===== src/rtl/core/crc_pkg.sv =====
// Package for the congestion rate controller: shared constants, register
// indexes and the command/status types between controller and datapath.
// No dependencies.
`default_nettype none

package crc_pkg;

    localparam int RATE_W  = 19;
    localparam int FRAC_W  = 17;
    localparam int CNT_W   = 16;
    localparam int STAGE_W = 9;
    localparam int THR_W   = 8;
    localparam int CFG_IDX_W  = 3;
    localparam int CFG_DATA_W = 19;

    localparam int DEF_ALPHA_INTERVAL    = 55;
    localparam int DEF_DECREASE_INTERVAL = 4;
    localparam int DEF_INCREASE_INTERVAL = 300;

    localparam logic [FRAC_W-1:0]  ONE_Q16   = 17'd65536;
    localparam logic [FRAC_W:0]    TWO_Q17   = 18'd131072;
    localparam logic [STAGE_W-1:0] STAGE_MAX = 9'd256;

    localparam logic [FRAC_W-1:0] RST_ALPHA_GAIN = 17'd256;
    localparam logic [FRAC_W-1:0] RST_FIRST_FRAC = 17'd65536;
    localparam logic [RATE_W-1:0] RST_MIN_RATE   = 19'd100;
    localparam logic [RATE_W-1:0] RST_RATE_INC   = 19'd5;
    localparam logic [RATE_W-1:0] RST_LINE_RATE  = 19'd100000;
    localparam logic [THR_W-1:0]  RST_STAGE_THR  = 8'd5;

    localparam logic [CFG_IDX_W-1:0] CFG_ALPHA_GAIN   = 3'd0;
    localparam logic [CFG_IDX_W-1:0] CFG_FIRST_FRAC   = 3'd1;
    localparam logic [CFG_IDX_W-1:0] CFG_MIN_RATE     = 3'd2;
    localparam logic [CFG_IDX_W-1:0] CFG_RATE_INC     = 3'd3;
    localparam logic [CFG_IDX_W-1:0] CFG_LINE_RATE    = 3'd4;
    localparam logic [CFG_IDX_W-1:0] CFG_STAGE_THR    = 3'd5;
    localparam logic [CFG_IDX_W-1:0] CFG_CLAMP_TARGET = 3'd6;

    localparam int ARM_ALPHA = 0;
    localparam int ARM_DEC   = 1;
    localparam int ARM_INC   = 2;

    typedef struct packed {
        logic capture;
        logic step_alpha;
        logic step_dec;
        logic step_inc;
        logic apply_notice;
        logic load_out;
    } t_dp_cmd;

    typedef struct packed {
        logic dec_rearm;
    } t_dp_sts;

endpackage

`default_nettype wire


===== src/rtl/core/crc_ctrl.sv =====
// Controller: sequences one tick through the alpha, decrease, increase and
// notice steps, then loads the output register. Depends on crc_pkg.
`default_nettype none

module crc_ctrl (
    input  wire logic             i_clk,
    input  wire logic             i_rst_n,
    input  wire logic             i_in_valid,
    output logic                  o_in_stall,
    output logic                  o_out_valid,
    input  wire logic             i_out_stall,
    input  wire crc_pkg::t_dp_sts i_sts,
    output crc_pkg::t_dp_cmd      o_cmd
);
    import crc_pkg::*;

    typedef enum logic [2:0] {
        S_IDLE,
        S_ALPHA,
        S_DEC,
        S_INC,
        S_NOTE,
        S_OUT
    } t_state;

    t_state r_state;
    logic   r_rearmed;
    logic   r_out_valid;
    logic   w_out_free;
    logic   w_in_take;

    assign w_out_free  = !r_out_valid || !i_out_stall;
    assign w_in_take   = (r_state == S_IDLE) && i_in_valid;
    assign o_in_stall  = (r_state != S_IDLE);
    assign o_out_valid = r_out_valid;

    always_comb begin
        o_cmd              = '0;
        o_cmd.capture      = w_in_take;
        o_cmd.step_alpha   = (r_state == S_ALPHA);
        o_cmd.step_dec     = (r_state == S_DEC);
        o_cmd.step_inc     = (r_state == S_INC) && !r_rearmed;
        o_cmd.apply_notice = (r_state == S_NOTE);
        o_cmd.load_out     = (r_state == S_OUT) && w_out_free;
    end

    always_ff @(posedge i_clk) begin
        if (!i_rst_n) begin
            r_state     <= S_IDLE;
            r_rearmed   <= 1'b0;
            r_out_valid <= 1'b0;
        end else begin
            if (o_cmd.load_out) begin
                r_out_valid <= 1'b1;
            end else if (r_out_valid && !i_out_stall) begin
                r_out_valid <= 1'b0;
            end

            unique case (r_state)
                S_IDLE: begin
                    if (i_in_valid) begin
                        r_state <= S_ALPHA;
                    end
                end
                S_ALPHA: r_state <= S_DEC;
                S_DEC: begin
                    r_rearmed <= i_sts.dec_rearm;
                    r_state   <= S_INC;
                end
                S_INC:  r_state <= S_NOTE;
                S_NOTE: r_state <= S_OUT;
                S_OUT: begin
                    if (w_out_free) begin
                        r_state <= S_IDLE;
                    end
                end
                default: r_state <= S_IDLE;
            endcase
        end
    end

    a_accept_starts_tick: assert property (@(posedge i_clk) disable iff (!i_rst_n)
        w_in_take |=> (r_state == S_ALPHA))
        else $error("accepted request did not start a tick");

    a_result_from_out: assert property (@(posedge i_clk) disable iff (!i_rst_n)
        $rose(r_out_valid) |-> $past(r_state == S_OUT))
        else $error("result raised outside output step");

    a_no_inc_after_rearm: assert property (@(posedge i_clk) disable iff (!i_rst_n)
        (r_state == S_DEC && i_sts.dec_rearm) |=> !o_cmd.step_inc)
        else $error("increase timer stepped in the tick it was rearmed");

endmodule

`default_nettype wire


===== config.mk =====
export PLATFORM = sky130hd
export DESIGN_NAME = crc_ctrl
export DESIGN_NICKNAME = d
export VERILOG_FILES = /design/src/rtl/core/crc_pkg.sv /design/src/rtl/core/crc_ctrl.sv
export SDC_FILE = /design/constraint.sdc
export NUM_CORES = 1
export LEC_CHECK = 0
export BUFFER_PORTS_ARGS = -buffer_cell sky130_fd_sc_hd__buf_4
export CAP_MARGIN = 20
export CORE_AREA = 2 2 39 41
export DETAILED_ROUTE_END_ITERATION = 6
export DIE_AREA = 0 0 41 43
export SLEW_MARGIN = 25
export SYNTH_ARGS = -nofsm -noshare
export SYNTH_HDL_FRONTEND = slang
export SYNTH_SLANG_ARGS = --single-unit

===== constraint.sdc =====
create_clock -name i_clk -period 1.7 [get_ports i_clk]
set_clock_uncertainty 0.1 [all_clocks]
set_input_delay 0.34 -clock i_clk [delete_from_list [all_inputs] [get_ports i_clk]]
set_output_delay 0.34 -clock i_clk [all_outputs]
set_load 0.01 [all_outputs]

## After elaboration in Yosys (flattened, before gate mapping)

Cells that the tools add are included.

- Word-level logic and storage cells: 27
- Output and inout bits: 8
- Register bits: 5

- Equality and inequality tests: 7
- Mux-type cells: 5
- Reduce and logical (&&, ||, !) cells: 12

Operators with widths:

| operator | count |
|---|---|
| $pmux W3 S6 | 1 |
| $eq A3 B2 Y1 const B | 2 |
| $eq A3 B3 Y1 const B | 2 |
| $mux W3 | 2 |
| $logic_and A1 B1 Y1 | 4 |
| $ne A2 B2 Y1 const B | 2 |
| $eq A3 B1 Y1 const B | 1 |
| $logic_not A1 Y1 | 3 |
| $logic_not A3 Y1 | 1 |
| $reduce_bool A3 Y1 | 1 |
| $mux W1 | 2 |
| $reduce_and A2 Y1 | 1 |
| $reduce_bool A2 Y1 | 1 |
| $logic_or A1 B1 Y1 | 1 |

## Logic depth before layout (Yosys ltp)

Gate-level depths: netlist of the first run.

- Depth after elaboration: 4
- Gate-level depth with buffers: 4

## Worst setup path after synthesis of the first run

Ideal clock, no wire load.

- Path type: register to output
- Start point: reg r_state[2]
- End point: out o_cmd[5] (netlist name)
- Path buffers: 2
- Cell stages (with the launch flop): 5
- Data arrival time: 1.037 ns
- Slack: 0.223 ns
- Cells stage by stage: dfxtp_1 -> buf_4 -> or3_4 -> nor2_1 -> buf_4

- Word-level cells in the longest chain between the ends: 2

Ends and longest elaborated chain:

| element | line | source |
|---|---|---|
| start: declaration | crc_ctrl.sv:26 | `t_state r_state;` |
| start signal: assignment | crc_ctrl.sv:49 | `r_state <= S_IDLE;` |
| start signal: assignment | crc_ctrl.sv:62 | `r_state <= S_ALPHA;` |
| start signal: assignment | crc_ctrl.sv:65 | `S_ALPHA: r_state <= S_DEC;` |
| $logic_not A3 Y1 | crc_ctrl.sv:33 | `assign w_in_take = (r_state == S_IDLE) && i_in_valid;` |
| $logic_and A1 B1 Y1 | crc_ctrl.sv:33 |  |
| end: declaration | crc_ctrl.sv:13 | `output crc_pkg::t_dp_cmd o_cmd` |

Every way passes these cells.

==> results of run 1 <==
## what timing repair did
action	CTS	global route
setup buffers	0	0
endpoints found under the setup margin	1	3
endpoints found under the hold margin	0	0
resized for setup	1	4
## power by group
part	internal, mW	switching [mW]	total (mW)
Sequential	0.126	0.0139	0.140
Clock	0.0888	0.0492	0.138
Combinational	0.0479	0.0316	0.0795
Total	0.262	0.0947	0.357
## worst max path at each step
| stage | from | endpoint | cells after the start |
|---|---|---|---|
| final | r_state[2]$_SDFFE_PN0P_ | o_cmd[5] | 3 |
| after global routing | r_state[2]$_SDFFE_PN0P_ | o_cmd[5] | 3 |
| after CTS | r_state[0]$_SDFFE_PN0P_ | o_cmd[4] | 2 |
| after detailed placement | r_state[2]$_SDFFE_PN0P_ | o_cmd[5] | 3 |
| after global placement | r_state[2]$_SDFFE_PN0P_ | o_cmd[5] | 3 |
| after floorplan | r_state[2]$_SDFFE_PN0P_ | o_cmd[5] | 4 |
## flip-flops by register name, summed over array words and instances, names as in the netlist
signal / flops
o_out_valid: 1
r_rearmed: 1
r_state: 3
## synth_stat cells
cell and number:
mux2i_1 1, buf_4 2, nor3_1 2, dfxtp_1 5
a2111oi_2 1, a21oi_1 2, inv_1 3, o32ai_1 1
o21bai_1 1, nor2_1 1, nor3b_4 1, nor3b_1 1
nand2_1 4, or3_4 1, a21boi_0 1, and2_1 1
o21a_1 1, nand3b_1 2
## area by class of cell
type                       instances  area (um^2)
fill                             152          973
multi-input combinational         21          156
tap                               16         20.0
clock buffer                       4         26.3
timing repair buffer              12         90.1
sequential                         5          106
inverter                           3         11.3
## through the flow
step	util (%)	power, mW	worst slack [ns]	cell area (um^2)
after detailed placement	27.1	0.220	0.235	375
final	29.7	0.357	0.0554	410
after global placement	27.1	0.220	0.257	375
after floorplan	-	0.188	0.223	280
after global routing	29.7	0.391	-0.00903	410
after CTS	29.1	0.366	0.0197	403
## cell usage in the layout (no fill, tap or decap)
cell type	instances
a2111oi_2	1
a21boi_0	1
a21oi_1	2
and2_1	1
buf_4	12
clkbuf_1	1
clkbuf_4	3
dfxtp_1	2
dfxtp_2	2
dfxtp_4	1
inv_1	3
mux2i_1	1
nand2_1	4
nand3b_1	2
nor2_2	1
nor3_1	2
nor3b_1	1
nor3b_4	1
o21a_1	1
o21bai_1	1
o32ai_1	1
or3_4	1
## cell families (layout without fill, tap and decap cells)
family          Yosys count  in the layout  share of synthesized area, %
mux                       1              1                          3.57
flops                     5              5                          35.7
simple gates             13             13                          31.2
compound gates            7              7                          20.1
buf+inv                   5             19                          9.37
## layer usage
| layer | vias to the layer above | share of wire (%) |
|---|---|---|
| met5 | - | 0 |
| met3 | 0 | 16 |
| met4 | 0 | 0 |
| met2 | 17 | 37 |
| met1 | 117 | 47 |
| li1 | 137 | - |
==> results.toml, run 1 <==
[timing]
max_freq_ghz = 0.608
period_minus_slack_ns = 1.64
finalSetupViolCount = 0
tightest_slew_ns = 0.338
whs_ns = 0.246
maxSlewHeadroom_pct = 77.2
setup_tns_ns = 0
rsz0062_at_grt = "yes"
min_period_over_period_pct = 96.7
hold_violations = 0
slew_viol_final = 0

[critical_path]
cp_cell_sequence = "or3_4, nor2_2, buf_4"
rr_worst_depth = 2
r2r_setup_slack_ns = 0.57
critPathBufInv = 1
r2r-start = "r_state[0]$_SDFFE_PN0P_"
start_kind = "flip-flop"
crit_family = "simple AND/OR/NAND/NOR gates"
crit_required_ns = 1.26
critPathMaxStageDelay_ns = 0.39
reg2reg_to = "r_state[2]$_SDFFE_PN0P_"
crit_type = "flip-flop to output port"
cp_slowest_cell = "or3_4"
cp-end-kind = "output port"
cp.arrival_ns = 1.20
cp_max_fo = 9

[synth]
yosys-top-cells-area = "dfxtp_1 (36%), nor3b_4 (6.7%), a2111oi_2 (5.4%)"
syn-num-nets = 36
ys_seq_area_share_pct = 35.7
ys.warnings.count = 0
ys_seq_elements = 5
synth_area_um2 = 280
yosys.area.top_type_share_pct = 35.7
synth.avg_cell_area_um2 = 9.04
synth_cells = 31
yosys.area.top_type = "dfxtp_1"
ys_types = 18

[global_route]
grt-ovfl-total = 0
use_met2_pct = 10.3
globalRouteMet3Util_pct = 9.42
antenna_found_initial = 0
grt_pass1_wl_um = 952
grtUsageTotal_pct = 9.05
grt_pass1_vias = 244
gr-usage-met1_pct = 9.71
grt.busiest_layer = "met2"
grt_max_degree = 10

[placed_design]
dp_hpwl_um = 414
port_buffers = 12
place.gp.congestion = 0.711
dp_cells = 57

[cts]
root_buffer = "clkbuf_4"
cts_buffers = 3
cts.sink_count = 5
cts_tree = "done"
clock_latency_ns = 0.24
holdBufCountCts = 0
path_clk_slew_ns = 0.05
cts_buffer_depth = 2
h-tree-depth = 1

[routing]
firstDrtPassIters = 3
ant_nets = 0
wire_per_inst_um = 9.26
drt_iter0_drc = 4
routed_wl_um = 565
viasPerCell = 4.44
vias = 271
post-route-drc-count = 0

[floorplanning]
io_pins = 13
rows = 14
fp.coreArea_um2 = 1380
die_width_um = 41
fp.dieArea_um2 = 1760
dieHeight_um = 43
initial_utilization_pct = 20.3

[outcome]
status = "finished, final reports clean"

[worst_hold_path]
hold_class = "input pin to flip-flop"
min_path_cells = 2
min-delay-start = "i_rst_n"
min_to = "r_state[1]$_SDFFE_PN0P_"

[power]
peakVddDrop_mv = 0.456
power_leakage_nw = 0.172
power_density_nw_per_um2 = 870

[finish]
nets = 51
drive_gt1_share_pct = 48.9
instances_no_fill = 61
antenna_cells = 0
syn_to_final_growth_pct = 46.4

[run]
drv_cap = 0
Note: power is estimated with default switching activity, not from simulation.
==> inputs of run 2 (changes only) <==
--- a/constraint.sdc
+++ b/constraint.sdc
@@ -4,2 +4,2 @@
 set_output_delay 0.34 -clock i_clk [all_outputs]
-set_load 0.01 [all_outputs]
+set_load 0.05 [all_outputs]
==> results.toml, run 2 (synthesized netlist as in run 1, its figures left out) <==
[outcome]
status = "finished, final reports clean"

[power]
peakVddDrop_mv = 0.562
power_density_nw_per_um2 = 921
power_leakage_nw = 0.189
power_mw = 0.416

[global_route]
grtUsageTotal_pct = 7.14
antenna_found_initial = 0
grt_max_degree = 10
grt_pass1_wl_um = 807
grt_pass1_vias = 223
grt-ovfl-total = 0

[cts]
root_buffer = "clkbuf_4"
cts_buffer_depth = 2
cts.sink_count = 5
cts_tree = "done"
h-tree-depth = 1
postCtsSetupBuffers = 0
path_clk_slew_ns = 0.04
holdBufCountCts = 0
cts_buffers = 3
clock_latency_ns = 0.24

[critical_path]
cp.arrival_ns = 1.23
crit_type = "flip-flop to output port"
reg2reg_to = "r_rearmed$_SDFFE_PN0P_"
critPathMaxStageDelay_ns = 0.39
critPathBufInv = 1
crit_family = "simple AND/OR/NAND/NOR gates"
r2r_setup_slack_ns = 0.56
cp_cell_sequence = "or3_4, nor2_4, buf_8"
rr_worst_depth = 3
start_kind = "flip-flop"
crit_required_ns = 1.26
cp_max_fo = 9
r2r-start = "r_state[2]$_SDFFE_PN0P_"
cp_slowest_cell = "or3_4"
cp-end-kind = "output port"

[timing]
tightest_slew_ns = 0.320
finalSetupViolCount = 0
rsz0062_at_grt = "yes"
hold_violations = 0
maxSlewHeadroom_pct = 78.5
max_freq_ghz = 0.599
slew_viol_final = 0
min_period_over_period_pct = 98.3
period_minus_slack_ns = 1.67

[finish]
largest_reg_flops = 3
regMostFlops = "r_state"
final_cell_mix = "buf_4 (11), nand2_1 (4), inv_1 (3), clkbuf_4 (3), dfxtp_1 (3)"
syn_to_final_growth_pct = 61.2
antenna_cells = 0
final_common_cell = "buf_4"
drive_gt1_share_pct = 56.5
design_area_um2 = 452
nets = 52

[routing]
routed_wl_um = 565
viasPerCell = 4.39
post-route-drc-count = 0
firstDrtPassIters = 4
wire_per_inst_um = 9.11
vias = 272
ant_nets = 0
drt_iter0_drc = 6

[placed_design]
port_buffers = 12
placed_area_um2 = 402
place.gp.congestion = 0.697

[floorplanning]
rows = 14
fp.coreArea_um2 = 1380
die_width_um = 41
io_pins = 13
initial_utilization_pct = 20.3
fp.dieArea_um2 = 1760
dieHeight_um = 43

[worst_hold_path]
min_to = "r_state[1]$_SDFFE_PN0P_"
min_path_cells = 2
min-delay-start = "i_rst_n"
hold_class = "input pin to flip-flop"

[run]
drv_cap = 0
run 2: routing by layer:
metal  routed length, um  GRT usage [%]
met1                 283           9.06
met4                   0           2.00
met2                 227           7.81
met5                   0              0
met3                  54           7.85
run 2: how the worst max path moves through the flow:
stage,startpoint,endpoint,cells past startpoint
final,r_state[1]$_SDFFE_PN0P_,o_cmd[5],3
after global placement,r_state[1]$_SDFFE_PN0P_,o_cmd[5],3
after detailed placement,r_state[1]$_SDFFE_PN0P_,o_cmd[5],3
after CTS,r_state[2]$_SDFFE_PN0P_,o_cmd[3],3
after global routing,r_state[1]$_SDFFE_PN0P_,o_cmd[5],3
after floorplan,r_state[2]$_SDFFE_PN0P_,o_cmd[5],4
run 2: report_power, final:
| part | internal [mW] | switching, mW |
|---|---|---|
| clock network | 0.0885 | 0.0449 |
| registers | 0.127 | 0.0144 |
| logic | 0.0584 | 0.0832 |
run 2: worst register-to-register path, delay by kind of cell (launching register included):
kind / cells / cell delay [ns]
flops: 1 / 0.33
simple gates: 1 / 0.27
buf+inv: 1 / 0.17
mux: 1 / 0.20
run 2: per-stage QoR:
stage	hold slack (ns)	std cells	worst slack, ns	setup TNS [ns]	util [%]
after floorplan	0.346	31	0.0359	0	-
after global placement	0.357	58	0.229	0	29.0
after detailed placement	0.364	58	0.209	0	29.0
after CTS	0.239	62	0.00951	0	31.6
after global routing	0.240	62	-0.0261	-0.0261	32.6
final	0.247	62	0.0294	0	32.6
run 2: area by class of cell:
cell class	instances	area, um^2
clock buffers	4	26.3
fillers	143	932
inverters	3	11.3
multi-input cells	21	180
flip-flops and latches	5	105
well taps	16	20.0
repair buffers	13	109
run 2: repair_timing:
action                     4_1_cts  5_1_grt
setup endpoints to repair        2        2
resized for setup                4        4
gates cloned                     0        0
